===== config.mk =====
export PLATFORM = sky130hd
export DESIGN_NAME = uart_frame_receiver_resync
export DESIGN_NICKNAME = d
export VERILOG_FILES = /design/src/sv/urr_pkg.sv /design/src/sv/urr_front.sv /design/src/sv/urr_back.sv /design/src/sv/uart_frame_receiver_resync.sv
export VERILOG_INCLUDE_DIRS = /design/src /design/src/sv
export SDC_FILE = /design/constraint.sdc
export NUM_CORES = 1
export LEC_CHECK = 0
export BUFFER_PORTS_ARGS = -buffer_cell sky130_fd_sc_hd__buf_2
export CORE_MARGIN = 4
export CORE_UTILIZATION = 45
export CTS_CLUSTER_SIZE = 30
export DETAILED_ROUTE_END_ITERATION = 7
export PLACE_DENSITY = 0.61
export SLEW_MARGIN = 5
export SYNTH_ARGS = -nofsm -noshare
export SYNTH_HDL_FRONTEND = slang
export SYNTH_SLANG_ARGS = --single-unit

===== constraint.sdc =====
create_clock -name clk -period 10.78 [get_ports clk]
set_input_delay 1.617 -clock clk [delete_from_list [all_inputs] [get_ports clk]]
set_output_delay 1.617 -clock clk [all_outputs]
set_load 0.005 [all_outputs]

===== src/sv/uart_frame_receiver_resync_defines.svh =====
// Assertion macros shared by the receiver's RTL files.
`ifndef UART_FRAME_RECEIVER_RESYNC_DEFINES_SVH
`define UART_FRAME_RECEIVER_RESYNC_DEFINES_SVH

// Check that cons holds in the same cycle as ante.
`define URR_ASSERT_IMPL(lbl, clk_s, rst_s, ante, cons) \
  lbl: assert property (@(posedge clk_s) disable iff (rst_s) (ante) |-> (cons)) \
    else $error("same-cycle check failed");

// Check that cons holds in the cycle after ante.
`define URR_ASSERT_NEXT(lbl, clk_s, rst_s, ante, cons) \
  lbl: assert property (@(posedge clk_s) disable iff (rst_s) (ante) |=> (cons)) \
    else $error("next-cycle check failed");

`endif


===== src/sv/urr_pkg.sv =====
// Shared types and constants of the serial frame receiver.
package urr_pkg;

  localparam int HEADER_BYTES     = 8;
  localparam int FILL_W           = $clog2(HEADER_BYTES);
  localparam int LEN_BITS_DEFAULT = 16;

  localparam int QUEUE_DEPTH = 2;
  localparam int QPTR_W      = (QUEUE_DEPTH > 1) ? $clog2(QUEUE_DEPTH) : 1;
  localparam int QCNT_W      = $clog2(QUEUE_DEPTH + 1);

  // Transaction kinds on the input channel
  localparam logic CMD_BYTE  = 1'b0;
  localparam logic CMD_START = 1'b1;

  // Configuration register indexes
  localparam int CFG_INDEX_W = 2;
  localparam int CFG_DATA_W  = 16;
  localparam logic [CFG_INDEX_W-1:0] REG_ACK_TYPE    = 2'd0;
  localparam logic [CFG_INDEX_W-1:0] REG_STATUS_TYPE = 2'd1;
  localparam logic [CFG_INDEX_W-1:0] REG_ACK_MASK    = 2'd2;

  localparam logic [15:0] ACK_TYPE_RESET    = 16'h0000;
  localparam logic [15:0] STATUS_TYPE_RESET = 16'h0000;
  localparam logic [7:0]  ACK_MASK_RESET    = 8'h01;

  typedef struct packed {
    logic        kind;
    logic [7:0]  data_byte;
    logic [15:0] expected_type;
  } cmd_t;

  typedef struct packed {
    logic valid;
    cmd_t cmd;
  } q_head_t;

  typedef struct packed {
    logic [QCNT_W-1:0] count;
  } q_status_t;

  typedef struct packed {
    logic [15:0] ack_type;
    logic [15:0] status_type;
    logic [7:0]  ack_mask;
  } cfg_regs_t;

endpackage


===== src/sv/urr_front.sv =====
// Input side: accepts transactions, classifies them and queues them for the parser.
module urr_front import urr_pkg::*; (
  input  logic        clk,
  input  logic        rst,
  input  logic        in_valid,
  output logic        in_stall,
  input  logic        opcode,
  input  logic [7:0]  data_byte,
  input  logic [15:0] expected_type,
  input  logic        pop,
  output q_head_t     head,
  output q_status_t   status
);

  cmd_t              slots [QUEUE_DEPTH];
  logic [QPTR_W-1:0] wr_ptr;
  logic [QPTR_W-1:0] rd_ptr;
  logic [QCNT_W-1:0] count;
  logic              push;
  cmd_t              cmd_in;

  function automatic logic [QPTR_W-1:0] ptr_inc(input logic [QPTR_W-1:0] p);
    ptr_inc = (p == QPTR_W'(QUEUE_DEPTH - 1)) ? '0 : p + 1'b1;
  endfunction

  assign in_stall = (count == QCNT_W'(QUEUE_DEPTH));
  assign push     = in_valid && !in_stall;

  // Classify: keep only the field that the transaction kind uses
  always_comb begin
    cmd_in.kind          = (opcode == CMD_START) ? CMD_START : CMD_BYTE;
    cmd_in.data_byte     = (opcode == CMD_START) ? 8'h00 : data_byte;
    cmd_in.expected_type = (opcode == CMD_START) ? expected_type : 16'h0000;
  end

  always_ff @(posedge clk) begin
    if (push) begin
      slots[wr_ptr] <= cmd_in;
    end
  end

  always_ff @(posedge clk) begin
    if (rst) begin
      wr_ptr <= '0;
      rd_ptr <= '0;
      count  <= '0;
    end else begin
      if (push) begin
        wr_ptr <= ptr_inc(wr_ptr);
      end
      if (pop) begin
        rd_ptr <= ptr_inc(rd_ptr);
      end
      unique case ({push, pop})
        2'b10:   count <= count + 1'b1;
        2'b01:   count <= count - 1'b1;
        default: count <= count;
      endcase
    end
  end

  assign head.valid   = (count != '0);
  assign head.cmd     = slots[rd_ptr];
  assign status.count = count;

endmodule


===== src/sv/urr_back.sv =====
// Parser: header hunting, checksum test, payload count and result register.
module urr_back import urr_pkg::*; #(
  parameter int LEN_BITS = LEN_BITS_DEFAULT
) (
  input  logic        clk,
  input  logic        rst,
  input  q_head_t     head,
  input  cfg_regs_t   cfg,
  output logic        pop,
  output logic        out_valid,
  input  logic        out_stall,
  output logic [15:0] frame_type,
  output logic [7:0]  frame_flags,
  output logic [7:0]  frame_seq,
  output logic [15:0] frame_payload_len,
  output logic        type_matched,
  output logic        handled,
  output logic        ack_ok
);

  localparam int REM_W = LEN_BITS + 1;

  logic [7:0]        win      [HEADER_BYTES];
  logic [7:0]        win_next [HEADER_BYTES];
  logic [7:0]        win_wr   [HEADER_BYTES];
  logic [FILL_W-1:0] fill, fill_next;
  logic              in_payload, in_payload_next;
  logic [REM_W-1:0]  rem, rem_next;
  logic [15:0]       awaited, awaited_next;
  logic              emit;

  logic [17:0]         sum0;
  logic [16:0]         sum1;
  logic [15:0]         sum2;
  logic                hdr_ok;
  logic [LEN_BITS-1:0] len_wr;
  logic [LEN_BITS-1:0] len_cur;
  logic [15:0]         type_cur;
  logic                matched, is_ack, is_sts;

  assign pop = head.valid && (!out_valid || !out_stall);

  // Window as it stands once the incoming byte is placed at the fill slot
  always_comb begin
    for (int i = 0; i < HEADER_BYTES; i++) begin
      win_wr[i] = (fill == FILL_W'(i)) ? head.cmd.data_byte : win[i];
    end
  end

  // Ones-complement sum of the first three words, folded twice
  always_comb begin
    sum0   = 18'({win_wr[0], win_wr[1]}) + 18'({win_wr[2], win_wr[3]})
           + 18'({win_wr[4], win_wr[5]});
    sum1   = 17'(sum0[15:0]) + 17'(sum0[17:16]);
    sum2   = sum1[15:0] + 16'(sum1[16]);
    hdr_ok = (~sum2 == {win_wr[6], win_wr[7]});
  end

  assign len_wr   = LEN_BITS'({win_wr[4], win_wr[5]});
  assign len_cur  = LEN_BITS'({win[4], win[5]});
  assign type_cur = {win[0], win[1]};
  assign matched  = (type_cur == awaited);
  assign is_ack   = (type_cur == cfg.ack_type);
  assign is_sts   = (type_cur == cfg.status_type);

  always_comb begin
    win_next        = win;
    fill_next       = fill;
    in_payload_next = in_payload;
    rem_next        = rem;
    awaited_next    = awaited;
    emit            = 1'b0;
    if (pop) begin
      if (head.cmd.kind == CMD_START) begin
        for (int i = 0; i < HEADER_BYTES; i++) win_next[i] = 8'h00;
        fill_next       = '0;
        in_payload_next = 1'b0;
        rem_next        = '0;
        awaited_next    = head.cmd.expected_type;
      end else if (!in_payload) begin
        if (fill == FILL_W'(HEADER_BYTES - 1)) begin
          if (hdr_ok) begin
            win_next        = win_wr;
            in_payload_next = 1'b1;
            rem_next        = REM_W'(len_wr) + REM_W'(2);
            fill_next       = '0;
          end else begin
            // drop the oldest byte and keep hunting
            for (int i = 0; i < HEADER_BYTES - 1; i++) win_next[i] = win_wr[i + 1];
            win_next[HEADER_BYTES - 1] = 8'h00;
          end
        end else begin
          win_next  = win_wr;
          fill_next = fill + 1'b1;
        end
      end else begin
        if (rem <= REM_W'(1)) begin
          emit = 1'b1;
          for (int i = 0; i < HEADER_BYTES; i++) win_next[i] = 8'h00;
          fill_next       = '0;
          in_payload_next = 1'b0;
          rem_next        = '0;
        end else begin
          rem_next = rem - 1'b1;
        end
      end
    end
  end

  always_ff @(posedge clk) begin
    if (rst) begin
      for (int i = 0; i < HEADER_BYTES; i++) win[i] <= 8'h00;
      fill       <= '0;
      in_payload <= 1'b0;
      rem        <= '0;
      awaited    <= 16'h0000;
      out_valid  <= 1'b0;
    end else begin
      win        <= win_next;
      fill       <= fill_next;
      in_payload <= in_payload_next;
      rem        <= rem_next;
      awaited    <= awaited_next;
      if (emit) begin
        out_valid <= 1'b1;
      end else if (!out_stall) begin
        out_valid <= 1'b0;
      end
    end
  end

  always_ff @(posedge clk) begin
    if (emit) begin
      frame_type        <= type_cur;
      frame_flags       <= win[2];
      frame_seq         <= win[3];
      frame_payload_len <= 16'(len_cur);
      type_matched      <= matched;
      handled           <= matched && (is_ack || is_sts);
      ack_ok            <= matched && is_ack && ((win[2] & cfg.ack_mask) != 8'h00);
    end
  end

endmodule


===== src/sv/uart_frame_receiver_resync.sv =====
// Top level of the serial frame receiver with header resynchronization.
//
// Each input transaction is either a received byte or a start command. Start clears the
// parser and loads the awaited frame type. Bytes fill an 8-byte header window (type, flags,
// sequence, length, header check); the check is the complemented 16-bit ones-complement
// sum of the first three big-endian words. A mismatch drops the oldest byte and hunting
// goes on byte by byte; a match makes the block count the payload length plus two
// checksum bytes, which are neither checked nor kept. The last byte of a frame yields one
// result transaction with the header fields and the type_matched, handled and ack_ok
// flags. Rate: one transaction per clock, sustained while no result is stalled at the
// output. Every transaction passes a two-entry queue into the parser, so an accepted
// transaction is registered in the queue before the parser takes it. The result register
// loads at the same edge at which the parser takes the frame's last byte, and out_valid
// rises at that edge too. The header check (a three-word add with two folds) is
// combinational within the parser; the parser holds only while a finished result is
// stalled at the output. Configuration registers may only be written while the block
// is idle; writes to an unused index are ignored.
`include "uart_frame_receiver_resync_defines.svh"

module uart_frame_receiver_resync import urr_pkg::*; #(
  parameter int LEN_BITS = LEN_BITS_DEFAULT
) (
  input  logic                   clk,
  input  logic                   rst,
  // configuration write port
  input  logic                   cfg_write_en,
  input  logic [CFG_INDEX_W-1:0] cfg_index,
  input  logic [CFG_DATA_W-1:0]  cfg_data,
  // input channel
  input  logic                   in_valid,
  output logic                   in_stall,
  input  logic                   opcode,
  input  logic [7:0]             data_byte,
  input  logic [15:0]            expected_type,
  // result channel
  output logic                   out_valid,
  input  logic                   out_stall,
  output logic [15:0]            frame_type,
  output logic [7:0]             frame_flags,
  output logic [7:0]             frame_seq,
  output logic [15:0]            frame_payload_len,
  output logic                   type_matched,
  output logic                   handled,
  output logic                   ack_ok
);

  cfg_regs_t cfg;
  q_head_t   q_head;
  q_status_t q_status;
  logic      q_pop;

  // Configuration registers; the parser reads them directly, and the user must write them
  // only when no transaction is in flight; the block itself does not enforce this.
  always_ff @(posedge clk) begin
    if (rst) begin
      cfg.ack_type    <= ACK_TYPE_RESET;
      cfg.status_type <= STATUS_TYPE_RESET;
      cfg.ack_mask    <= ACK_MASK_RESET;
    end else if (cfg_write_en) begin
      unique case (cfg_index)
        REG_ACK_TYPE:    cfg.ack_type    <= cfg_data;
        REG_STATUS_TYPE: cfg.status_type <= cfg_data;
        REG_ACK_MASK:    cfg.ack_mask    <= cfg_data[7:0];
        default:         cfg             <= cfg;
      endcase
    end
  end

  // Front: accept, classify, queue.
  urr_front u_front (
    .clk           (clk),
    .rst           (rst),
    .in_valid      (in_valid),
    .in_stall      (in_stall),
    .opcode        (opcode),
    .data_byte     (data_byte),
    .expected_type (expected_type),
    .pop           (q_pop),
    .head          (q_head),
    .status        (q_status)
  );

  // Back: parse the queued transactions and hold results for the output side.
  urr_back #(
    .LEN_BITS (LEN_BITS)
  ) u_back (
    .clk               (clk),
    .rst               (rst),
    .head              (q_head),
    .cfg               (cfg),
    .pop               (q_pop),
    .out_valid         (out_valid),
    .out_stall         (out_stall),
    .frame_type        (frame_type),
    .frame_flags       (frame_flags),
    .frame_seq         (frame_seq),
    .frame_payload_len (frame_payload_len),
    .type_matched      (type_matched),
    .handled           (handled),
    .ack_ok            (ack_ok)
  );

  // The parser never takes from an empty queue.
  `URR_ASSERT_IMPL(a_pop_not_empty, clk, rst, q_pop, q_status.count != '0)
  // An accepted transaction that is not matched by a pop grows the queue by one.
  `URR_ASSERT_NEXT(a_push_grows, clk, rst, in_valid && !in_stall && !q_pop,
                   q_status.count == $past(q_status.count) + 1'b1)
  // A new result only ever follows a transaction taken by the parser.
  `URR_ASSERT_IMPL(a_result_from_pop, clk, rst, $rose(out_valid), $past(q_pop))

endmodule

==> metrics.txt, run 1 <==
Crit Path Class=reg2reg; Critical Path Max Stage Delay=550 ps; Post-Syn Area=15250 um^2; hold slack=450.9 ps; largest net degree at the start of global routing=89; PwrDens=191.9 nW/um^2; Post-synth EDFFs=101; sequential element share of the synthesized area=39.18%; Port Buf Inserts=100; clock root buffer=clkbuf_16; post-synth cell types=84; Synthesized Nets=1825; Antenna diodes=0; transition time of the tightest slew-check pin=1246 ps; CTS Sinks=248; Detailed Route WL=46800 um; Crit path arrival time=10520 ps; grt ovf=0; HP Class=reg2reg; main flop type after synthesis=dfxtp_1; Critical-path top delay cell=o41ai_1; Crit. End Element=flip-flop; worst path required time=11230 ps; logic gate share of total power=36.7%; fin util=51.84%; Vias/cell=6.044; Final setup viols=0; GP Congestion=0.9361; clk_lat worst skew=570 ps; DP HPWL=32720 um; Starting DRT DRC Count=1448; power share of the sequential group=33.6%; initial antenna violation count=1; CTS clock-pin slew for the worst setup and hold paths=60 ps; TritonCTS clock tree=built; final antenna-violating net count=0; Syn Area/Cell=8.826 um^2; DR vias=13600; kind of start point of the critical path=flip-flop; yosys synthesis warning count=0; Max-cap violations=0; CTS Hold Bufs=0; I/O Pins=101; fin. max-slew vios=0; Cells after Synth=1728; sw frac=38.18%; Switching Power=1.271 mW; first-pass GRT wire length=71840 um; FF+latch count, synth=248; DIE AREA=36900 um^2; Max rail drop VDD=0.1232 mV; number of global-route vias before repair=12320; layout cells sized above 1=13.31%; starting density of the core=45.60%; Area Growth Syn to Fin=13.69%; fraction of synthesis flops using an asynchronous set or reset pin=0%; Core Rows=67; Pleak=6.305 nW; Total GRT Usage=24.46%; Tcrit/Tclk final=93.39%; core area=33450 um^2; Nets=1878; DRC errors left=3; Clock Path Buffers=3; f_max=99.33 MHz; final hold violations=0; largest fanout on the critical path=49; DRT Pass-1 Iters=8; outcome=complete, but fails checks; clock power share=29.8%; Setup Skew=11.59 ps; DR WL/cell=20.79 um; Internal Power=2.057 mW; failing checks=design-rule violations; Die X=192.1 um; Max-slew headroom=16.56%; total CTS buffers=28; Final min period=10070 ps; H-tree Lvls=1; die height=192.1 um
[cell type report]
cell class,instances,area (um^2)
Clock buffer,31,711.9
Clock inverter,21,254.0
Fill cell,3139,16110
Inverter,37,141.4
Multi-Input combinational cell,1303,8691
Sequential cell,248,5976
Tap cell,448,560.5
Timing Repair Buffer,163,1005
[critical path, delay by kind of cell (launching register included)]
family                     cells  cell delay, ps
AOI/OAI and AO/OA             17            4040
xor gates and xnor gates       1             420
adders and majority gates      6            1700
buffers and inverters          4             630
DFF                            1             410
and+or+nand+nor               12            2740
[per-layer routing]
layer	up-vias	part of all wire, %	global-route usage (%)
li1	6500	-	-
met1	6422	46	36.50
met2	575	43	36.46
met3	105	7.8	3.762
met4	2	3.2	7.570
met5	-	0.024	0
[logic make-up after synthesis]
family | count (synthesis) | synth area share (%)
AND/OR/NAND/NOR | 557 | 17.36
XOR/XNOR | 133 | 7.917
adder cells (fa/ha/maj) | 49 | 4.168
AO/OA/AOI/OAI | 516 | 23.68
multiplexers | 48 | 3.159
buffers and inverters | 177 | 4.537
flip-flops | 248 | 39.18
[state kept, by name (all words and copies together), names as in the netlist, 2 cells and up, named ones only]
| signal | count |
|---|---|
| u_back.rem | 17 |
| u_front.status | 2 |
| u_back.type_cur | 16 |
| u_back.frame_seq | 8 |
| u_back.frame_type | 16 |
| u_back.len_cur | 16 |
| u_back.fill | 3 |
| u_back.frame_flags | 8 |
| u_front.slots | 50 |
| cfg | 40 |
| u_back.frame_payload_len | 16 |
| u_back.awaited | 16 |
| u_back.win | 32 |
[worst paths after layout]
path | from | end | slack [ps] | cells after the start
hold / removal | u_back.win[0] | u_back.win[0] | 450 | 2
setup / recovery | u_back.fill[0] | u_back.rem[0] | 710 | 40
hold reg to reg | u_back.win[0] | u_back.win[0] | 450 | 2
setup reg to reg | u_back.fill[0] | u_back.rem[0] | 710 | 40
[Yosys cell counts (5+ instances only)]
cell | number | area, um^2
nor2_1 | 86 | 322.8
xor2_1 | 45 | 394.1
o21a_1 | 8 | 60.06
a31oi_1 | 7 | 43.79
o2111ai_1 | 46 | 402.9
ha_1 | 46 | 575.6
clkbuf_1 | 113 | 424.2
o21ai_0 | 60 | 300.3
nor4_1 | 20 | 125.1
o21ai_1 | 15 | 75.07
edfxtp_1 | 101 | 3033
a211oi_1 | 66 | 495.5
a2111oi_0 | 6 | 52.55
mux2i_1 | 47 | 470.5
and3_1 | 12 | 75.07
and4_1 | 12 | 105.1
buf_1 | 10 | 37.54
a21oi_1 | 109 | 545.5
xnor2_1 | 85 | 744.5
a2111o_1 | 5 | 56.30
a211o_1 | 5 | 43.79
nand2b_1 | 24 | 150.1
or3_1 | 12 | 75.07
a21boi_0 | 7 | 52.55
nor3b_1 | 7 | 52.55
a22oi_1 | 53 | 397.9
and2_1 | 27 | 168.9
dfxtp_1 | 147 | 2943
nand4_1 | 18 | 112.6
nor3_1 | 17 | 85.08
nor2b_1 | 15 | 93.84
o221ai_1 | 8 | 70.07
buf_2 | 16 | 80.08
o211ai_1 | 65 | 488.0
nand2_1 | 257 | 964.7
inv_1 | 35 | 131.4
a21o_1 | 16 | 120.1
nand3_1 | 34 | 170.2
[power groups by stage]
stage | Combinational [mW] | Clock [mW] | Sequential, mW
floorplan | 0.853 | 0 | 1.10
global placement | 1.17 | 0 | 1.13
detailed placement | 1.17 | 0 | 1.14
CTS | 1.18 | 1.01 | 1.12
global route | 1.31 | 1.05 | 1.12
finish | 1.22 | 0.990 | 1.12
[what timing repair did]
item	CTS	global route
setup buffers	0	6
gates resized for setup	0	27
hold endpoints to repair	0	0
endpoints found under the setup margin	0	85
[cells in the final DEF (no fill, tap or decap), types with 34 or more instances in the layout]
master and instances:
xnor2_1 85, o211ai_1 65, xor2_1 45, nand3_1 34, mux2i_1 47, o2111ai_1 46, a21oi_1 106, buf_4 58
a22oi_1 53, buf_2 100, dfxtp_1 147, a211oi_1 66, edfxtp_1 101, nand2_1 255, ha_1 42, inv_1 34
nor2_1 83, o21ai_0 58
[stage by stage]
step           cell area [um^2]  cells  power, mW  TNS (ps)  worst slack [ps]
2_1_floorplan             15250   1728      1.957         0             950.1
3_3_place_gp              16240   2193      2.306         0             487.7
3_5_place_dp              16240   2193      2.310         0             149.3
4_1_cts                   17200   2245      3.300         0             88.91
5_1_grt                   17340   2251      3.483    -217.7            -64.99
6_report                  17340   2251      3.328         0             712.7
(Power assumes the default switching activity.)
==> run 2: changes to the inputs <==
Settings changed: PLACE_DENSITY 0.61 to 0.72, SKIP_LAST_GASP set to 1, SYNTH_HIERARCHICAL set to 1.
==> run 2 against run 1 <==
The run now ends clean. Sequential cell count unchanged. Critical path type unchanged. Clock power decreased by 15%. Clock skew increased by 14 ps. Fmax increased by 2.3%. Register-to-register slack improved by 230 ps. Non-clock buffer count decreased by 28. Setup slack improved by 230 ps. Routed wire length decreased by 22%.
==> metrics.txt, run 2 <==
largest registers=u_front/slots x50, cfg x40, u_back/win x32 (was u_front.slots x50, cfg x40, u_back.win x32); Internal Power=1.876 mW (was 2.057 mW); total CTS buffers=26 (was 28); DRT Pass-1 Iters=5 (was 8); most frequent cells in the layout=dfxtp_1, mux2i_1, nor2_1, edfxtp_1, buf_2 (was nand2_1, dfxtp_1, a21oi_1, edfxtp_1, buf_2); DR WL/cell=19.04 um (was 20.79 um); CTS clock-pin slew for the worst setup and hold paths=70 ps (was 60 ps); Crit. End Element=flip-flop (unchanged); RSZ-0062 raised after global routing=no; Reg2Reg Setup Slack=940 ps (was 710 ps); f_max=101.7 MHz (was 99.33 MHz); final antenna-violating net count=0 (unchanged); largest net degree at the start of global routing=92 (was 89); DRC errors left=0 (was 3); Vias/cell=5.715 (was 6.044); Port Buf Inserts=100 (unchanged); Switching Power=1.030 mW (was 1.271 mW); fin util=51.53% (was 51.84%); clock root buffer=clkbuf_16 (unchanged); Clock Path Buffers=3 (unchanged); H-tree Lvls=1 (unchanged); worst path required time=11210 ps (was 11230 ps); Setup Skew=25.27 ps (was 11.59 ps); post-route setup TNS=0 ps (unchanged); Nets=1599 (was 1878); Design Area, Final=15840 um^2 (was 17340 um^2); number of global-route vias before repair=10310 (was 12320); initial antenna violation count=1 (unchanged); I/O Pins=101 (unchanged); commonest non-fill, non-tap cell in the layout=dfxtp_1 (was nand2_1); Die X=185.2 um (was 192.1 um); Starting DRT DRC Count=1160 (was 1448); fin. max-slew vios=0 (unchanged); Total GRT Usage=20.42% (was 24.46%); clock power share=29.0% (was 29.8%); CP endpoint=u_back/win[13] (was u_back.rem[0]); RR Startpoint=u_back/fill[1] (was u_back.fill[0]); starting density of the core=45.93% (was 45.60%); Antenna diodes=0 (unchanged); core area=30750 um^2 (was 33450 um^2); Synthesized Nets=1517 (was 1825); layout cells sized above 1=16.43% (was 13.31%); DIE AREA=34280 um^2 (was 36900 um^2); Max-slew headroom=19.16% (was 16.56%); die height=185.2 um (was 192.1 um); largest reg by FF count=u_front/slots (was u_front.slots); final hold violations=0 (unchanged); Cells after Synth=1420 (was 1728); Max-cap violations=0 (unchanged); DR vias=10960 (was 13600); HP Class=reg2reg (unchanged); Area Growth Syn to Fin=12.18% (was 13.69%); Filler cells=2782 (was 3139); logic gate share of total power=33.1% (was 36.7%); Post-synth top cells=dfxtp_1, mux2i_1, nor2_1, edfxtp_1, nand2_1 (was nand2_1, dfxtp_1, clkbuf_1, a21oi_1, edfxtp_1); Crit Path Class=reg2reg (unchanged); Core Rows=64 (was 67); Post-Syn Area=14120 um^2 (was 15250 um^2); post-synth cell types=80 (was 84); fraction of synthesis flops using an asynchronous set or reset pin=0% (unchanged); grt ovf=0 (unchanged); Critical Path Max Stage Delay=650 ps (was 550 ps); Detailed Route WL=36510 um (was 46800 um); outcome=completed (was complete, but fails checks); FF+latch count, synth=248 (unchanged); Max rail drop VDD=0.1175 mV (was 0.1232 mV); Placed Area=14900 um^2 (was 16240 um^2); CP startpoint=u_back/fill[1] (was u_back.fill[0]); TritonCTS clock tree=built (unchanged); kind of start point of the critical path=flip-flop (unchanged); biggest area consumer among synthesized cells=edfxtp_1 (unchanged); post-synth top area share=21.47% (was 19.89%); CTS Sinks=248 (unchanged); transition time of the tightest slew-check pin=1210 ps (was 1246 ps); largest fanout on the critical path=49 (unchanged); Syn Area/Cell=9.946 um^2 (was 8.826 um^2); main flop type after synthesis=dfxtp_1 (unchanged); power share of the sequential group=37.9% (was 33.6%); max FFs per register=50 (unchanged); Crit path arrival time=10270 ps (was 10520 ps); Critical-path top delay cell=or4_4 (was o41ai_1); R2R Path End=u_back/win[13] (was u_back.rem[0]); most frequent cell after synthesis=dfxtp_1 (was nand2_1); GP Congestion=0.9976 (was 0.9361); sw frac=35.44% (was 38.18%); PwrDens=183.4 nW/um^2 (was 191.9 nW/um^2); Post-synth EDFFs=101 (unchanged); Synth area leaders=edfxtp_1, dfxtp_1, mux2i_1 (was edfxtp_1, dfxtp_1, nand2_1); sequential element share of the synthesized area=42.31% (was 39.18%); clk_lat worst skew=540 ps (was 570 ps); DP HPWL=26310 um (was 32720 um); yosys synthesis warning count=6 (was 0); Crit path top cell by count=a21oi_1; reg2reg path depth=45 (was 40); Final setup viols=0 (unchanged); Pleak=6.658 nW (was 6.305 nW); Final min period=9836 ps (was 10070 ps); Tcrit/Tclk final=91.25% (was 93.39%); first-pass GRT wire length=56450 um (was 71840 um)
## run 2: worst min path at each step
| stage | start | to | slack [ps] | cells after the start |
|---|---|---|---|---|
| floorplan | u_back/type_cur[0] | u_back/frame_type[0] | 410 | 0 |
| global route | u_back/len_cur[10] | u_back/frame_payload_len[10] | 480 | 0 |
| CTS | u_back/len_cur[6] | u_back/frame_payload_len[6] | 470 | 0 |
| detailed placement | u_back/win[39] | u_back/frame_seq[7] | 450 | 0 |
| finish | u_back/len_cur[1] | u_back/frame_payload_len[1] | 470 | 0 |
| global placement | u_back/len_cur[13] | u_back/frame_payload_len[13] | 450 | 0 |
## run 2: logic make-up (layout without fill, tap and decap cells)
kind of cell / after synthesis / after routing / synth area share (%)
buffers and inverters: 148 / 250 / 4.704
adders and majority gates: 50 / 50 / 4.571
xor gates and xnor gates: 124 / 124 / 7.849
DFF: 248 / 248 / 42.31
and+or+nand+nor: 453 / 453 / 16.59
muxes: 143 / 143 / 10.46
AOI/OAI and AO/OA: 254 / 254 / 13.51
## run 2: metrics by stage
| step | setup slack, ps | instances | power [mW] | hold slack, ps |
|---|---|---|---|---|
| final | 943.8 | 1918 | 2.906 | 471.0 |
| after global routing | 19.98 | 1918 | 3.046 | 483.7 |
| after CTS | 534.6 | 1903 | 2.880 | 471.6 |
| after detailed placement | 603.9 | 1855 | 2.037 | 452.2 |
| after global placement | 768.9 | 1855 | 2.022 | 448.9 |
| after floorplan | 1920 | 1420 | 1.804 | 406.4 |
## run 2: power by group through the flow
stage / registers (mW) / clock network, mW / logic [mW]
global route: 1.11 / 0.895 / 1.04
floorplan: 1.10 / 0 / 0.708
finish: 1.10 / 0.842 / 0.961
detailed placement: 1.12 / 0 / 0.915
global placement: 1.12 / 0 / 0.904
CTS: 1.10 / 0.856 / 0.923
## run 2: what timing repair did
item | in CTS | in global routing
gates resized for setup | 0 | 8
setup endpoints to repair | 0 | 77
setup buffers | 0 | 15
hold buffers | 0 | 0
## run 2: critical path, delay by kind of cell (launching register included)
family          cells  cell delay (ps)
simple gates        8             1860
xor+xnor            2              310
mux                 4              940
buf+inv             4              650
fa+ha+maj           6             1440
flops               1              330
compound gates     21             4150
## run 2: cell type report
cell class / count / area, um^2 / area share [%]
clock inverter: 13 / 83.83 / 0.5291
inverter: 67 / 251.5 / 1.587
multi-input combinational: 1024 / 7532 / 47.54
clock buffer: 35 / 725.7 / 4.580
sequential: 248 / 5976 / 37.72
timing repair buffer: 135 / 779.5 / 4.920
tap: 396 / 495.5 / 3.127
## run 2: routing by layer
metal,vias to the layer above,routed length [um],GRT usage [%]
li1,5292,-,-
met1,5232,17520,30.97
met2,374,15880,30.95
met3,63,2278,2.848
met4,0,831,4.815
met5,-,0,0
==> run 3: changes to the inputs <==
Settings changed: CTS_BUF_LIST set to sky130_fd_sc_hd__clkbuf_16, RECOVER_POWER set to 25.
==> run 3 against run 2 <==
Fmax barely moved. Cell count unchanged. Combinational power about the same. Sequential power is essentially flat. Critical path type unchanged. Largest power group unchanged. Highest routed layer unchanged.
==> metrics.txt, run 3 (synthesis results as in run 2) <==
outcome=completed (unchanged); Total GRT Usage=20.42% (about the same); RR Startpoint=u_back/fill[1] (unchanged); register area=5976 um^2 (unchanged); Hold Crit Depth=0 (unchanged); Max rail drop VDD=0.1176 mV (was 0.1175 mV); layout cells sized above 1=16.23% (was 16.43%); DRT Pass-1 Iters=5 (unchanged); fin. max-slew vios=0 (unchanged); Critical-path top delay cell=or4_4 (unchanged); clock root buffer=clkbuf_16 (unchanged); Crit path top cell by count=a21oi_1 (unchanged); Critical Path Max Stage Delay=650 ps (about the same); hold worst-path end=u_back/frame_payload_len[1] (unchanged); Crit path arrival time=10260 ps (was 10270 ps); f_max=101.7 MHz (about the same); Tcrit/Tclk final=91.20% (was 91.25%); PwrDens=182.3 nW/um^2 (was 183.4 nW/um^2); reg2reg path depth=45 (unchanged); DR vias=10970 (was 10960); RSZ-0062 raised after global routing=no (unchanged); worst path required time=11210 ps (about the same); hold path start=u_back/len_cur[1] (unchanged); transition time of the tightest slew-check pin=1213 ps (was 1210 ps); max FFs per register=50 (unchanged); final antenna-violating net count=0 (unchanged); commonest non-fill, non-tap cell in the layout=dfxtp_1 (unchanged); DP HPWL=26310 um (unchanged); final hold violations=0 (unchanged); Core Rows=64 (unchanged); Antenna diodes=0 (unchanged); Port Buf Inserts=100 (unchanged); die height=185.2 um (unchanged); largest net degree at the start of global routing=92 (unchanged); kind of start point of the critical path=flip-flop (unchanged); Die X=185.2 um (unchanged); Crit Path Class=reg2reg (unchanged); Vias/cell=5.721 (was 5.715); DRC errors left=0 (unchanged); area of the multi-input gates=7532 um^2 (unchanged); I/O Pins=101 (unchanged); HP Class=reg2reg (unchanged); Max-slew headroom=18.95% (was 19.16%); H-tree Lvls=1 (unchanged); Detailed Route WL=36500 um (was 36510 um); Filler cells=2782 (unchanged); Max-cap violations=0 (unchanged); largest reg by FF count=u_front/slots (unchanged); clk_lat worst skew=540 ps (about the same); Final min period=9831 ps (was 9836 ps); Clock Path Buffers=3 (unchanged); DIE AREA=34280 um^2 (unchanged); core area=30750 um^2 (unchanged); grt ovf=0 (unchanged); CTS clock-pin slew for the worst setup and hold paths=70 ps (about the same); largest registers=u_front/slots x50, cfg x40, u_back/win x32 (unchanged); R2R Path End=u_back/win[13] (unchanged); initial antenna violation count=1 (unchanged); largest fanout on the critical path=49 (unchanged); Area Growth Syn to Fin=12.03% (was 12.18%); most frequent cells in the layout=dfxtp_1, mux2i_1, nor2_1, edfxtp_1, buf_2 (unchanged); GP Congestion=0.9976 (unchanged); Final setup viols=0 (unchanged); Nets=1599 (unchanged); DR WL/cell=19.03 um (was 19.04 um); number of global-route vias before repair=10300 (was 10310); TritonCTS clock tree=built (unchanged); Starting DRT DRC Count=1187 (was 1160); Setup Skew=31.61 ps (was 25.27 ps); Reg2Reg Setup Slack=950 ps (was 940 ps); post-route setup TNS=0 ps (unchanged); fin util=51.46% (was 51.53%); hold slack=471.0 ps (about the same); Pleak=6.657 nW (was 6.658 nW); total CTS buffers=26 (unchanged); first-pass GRT wire length=56440 um (was 56450 um); Crit. End Element=flip-flop (unchanged); CTS Sinks=248 (unchanged); starting density of the core=45.93% (unchanged); CTS Hold Bufs=0 (unchanged)
[run 3: worst max-delay path by stage]
| stage | from | endpoint | slack, ps | cells after the start |
|---|---|---|---|---|
| finish | u_back/fill[1] | u_back/win[13] | 950 | 45 |
| global route | u_back/fill[1] | u_back/win[13] | 20 | 45 |
| global placement | u_back/fill[0] | u_back/rem[6] | 770 | 45 |
| CTS | u_back/fill[0] | u_back/rem[6] | 530 | 42 |
| detailed placement | u_back/fill[0] | u_back/rem[15] | 600 | 42 |
| floorplan | flip-flop | u_back/len_cur[12] | 1920 | 46 |
[run 3: timing repair]
| action | 4_1_cts | 5_1_grt |
|---|---|---|
| setup buffers | 0 | 15 |
| endpoints found under the setup margin | 0 | 77 |
| endpoints found under the hold margin | 0 | 0 |
| gates resized for setup | 0 | 8 |
[run 3: per-stage QoR]
stage               instances  instance area, um^2  worst slack, ps  power (mW)
floorplan                1420                14120             1920       1.804
global placement         1855                14900            768.9       2.022
detailed placement       1855                14900            603.9       2.037
CTS                      1903                15690            534.3       2.860
global route             1918                15820            19.98       3.027
finish                   1918                15820            949.1       2.885
[run 3: where the power goes]
part           switching (mW)  total (mW)  internal (mW)  leakage [nW]
Sequential             0.0553        1.10           1.05          2.16
Clock                   0.365       0.820          0.455         0.402
Combinational           0.609       0.963          0.354          4.09
[run 3: final cells by class]
| cell class | count | area share, % |
|---|---|---|
| multi-input cells | 1024 | 47.60 |
| well taps | 396 | 3.131 |
| clock buffers | 27 | 4.270 |
| inverters | 67 | 1.589 |
| repair buffers | 135 | 4.919 |
| clock inverters | 21 | 0.7196 |
| flip-flops and latches | 248 | 37.77 |
[run 3: worst max-delay path: cells and delay by family, from the launching register on]
family                     cells  cell delay (ps)
and+or+nand+nor                8             1850
AOI/OAI and AO/OA             21             4140
xor gates and xnor gates       2              310
DFF                            1              330
muxes                          4              940
buffers and inverters          4              650
adders and majority gates      6             1440
[run 3: metal layers]
| metal | routed length [um] | vias to the layer above | GRT usage [%] | part of all wire, % |
|---|---|---|---|---|
| met5 | 0 | - | 0 | 0 |
| met4 | 817 | 0 | 4.698 | 2.2 |
| met3 | 2329 | 64 | 2.789 | 6.4 |
| met2 | 15910 | 396 | 30.92 | 44 |
| met1 | 17440 | 5227 | 31.09 | 48 |
| li1 | - | 5286 | - | - |
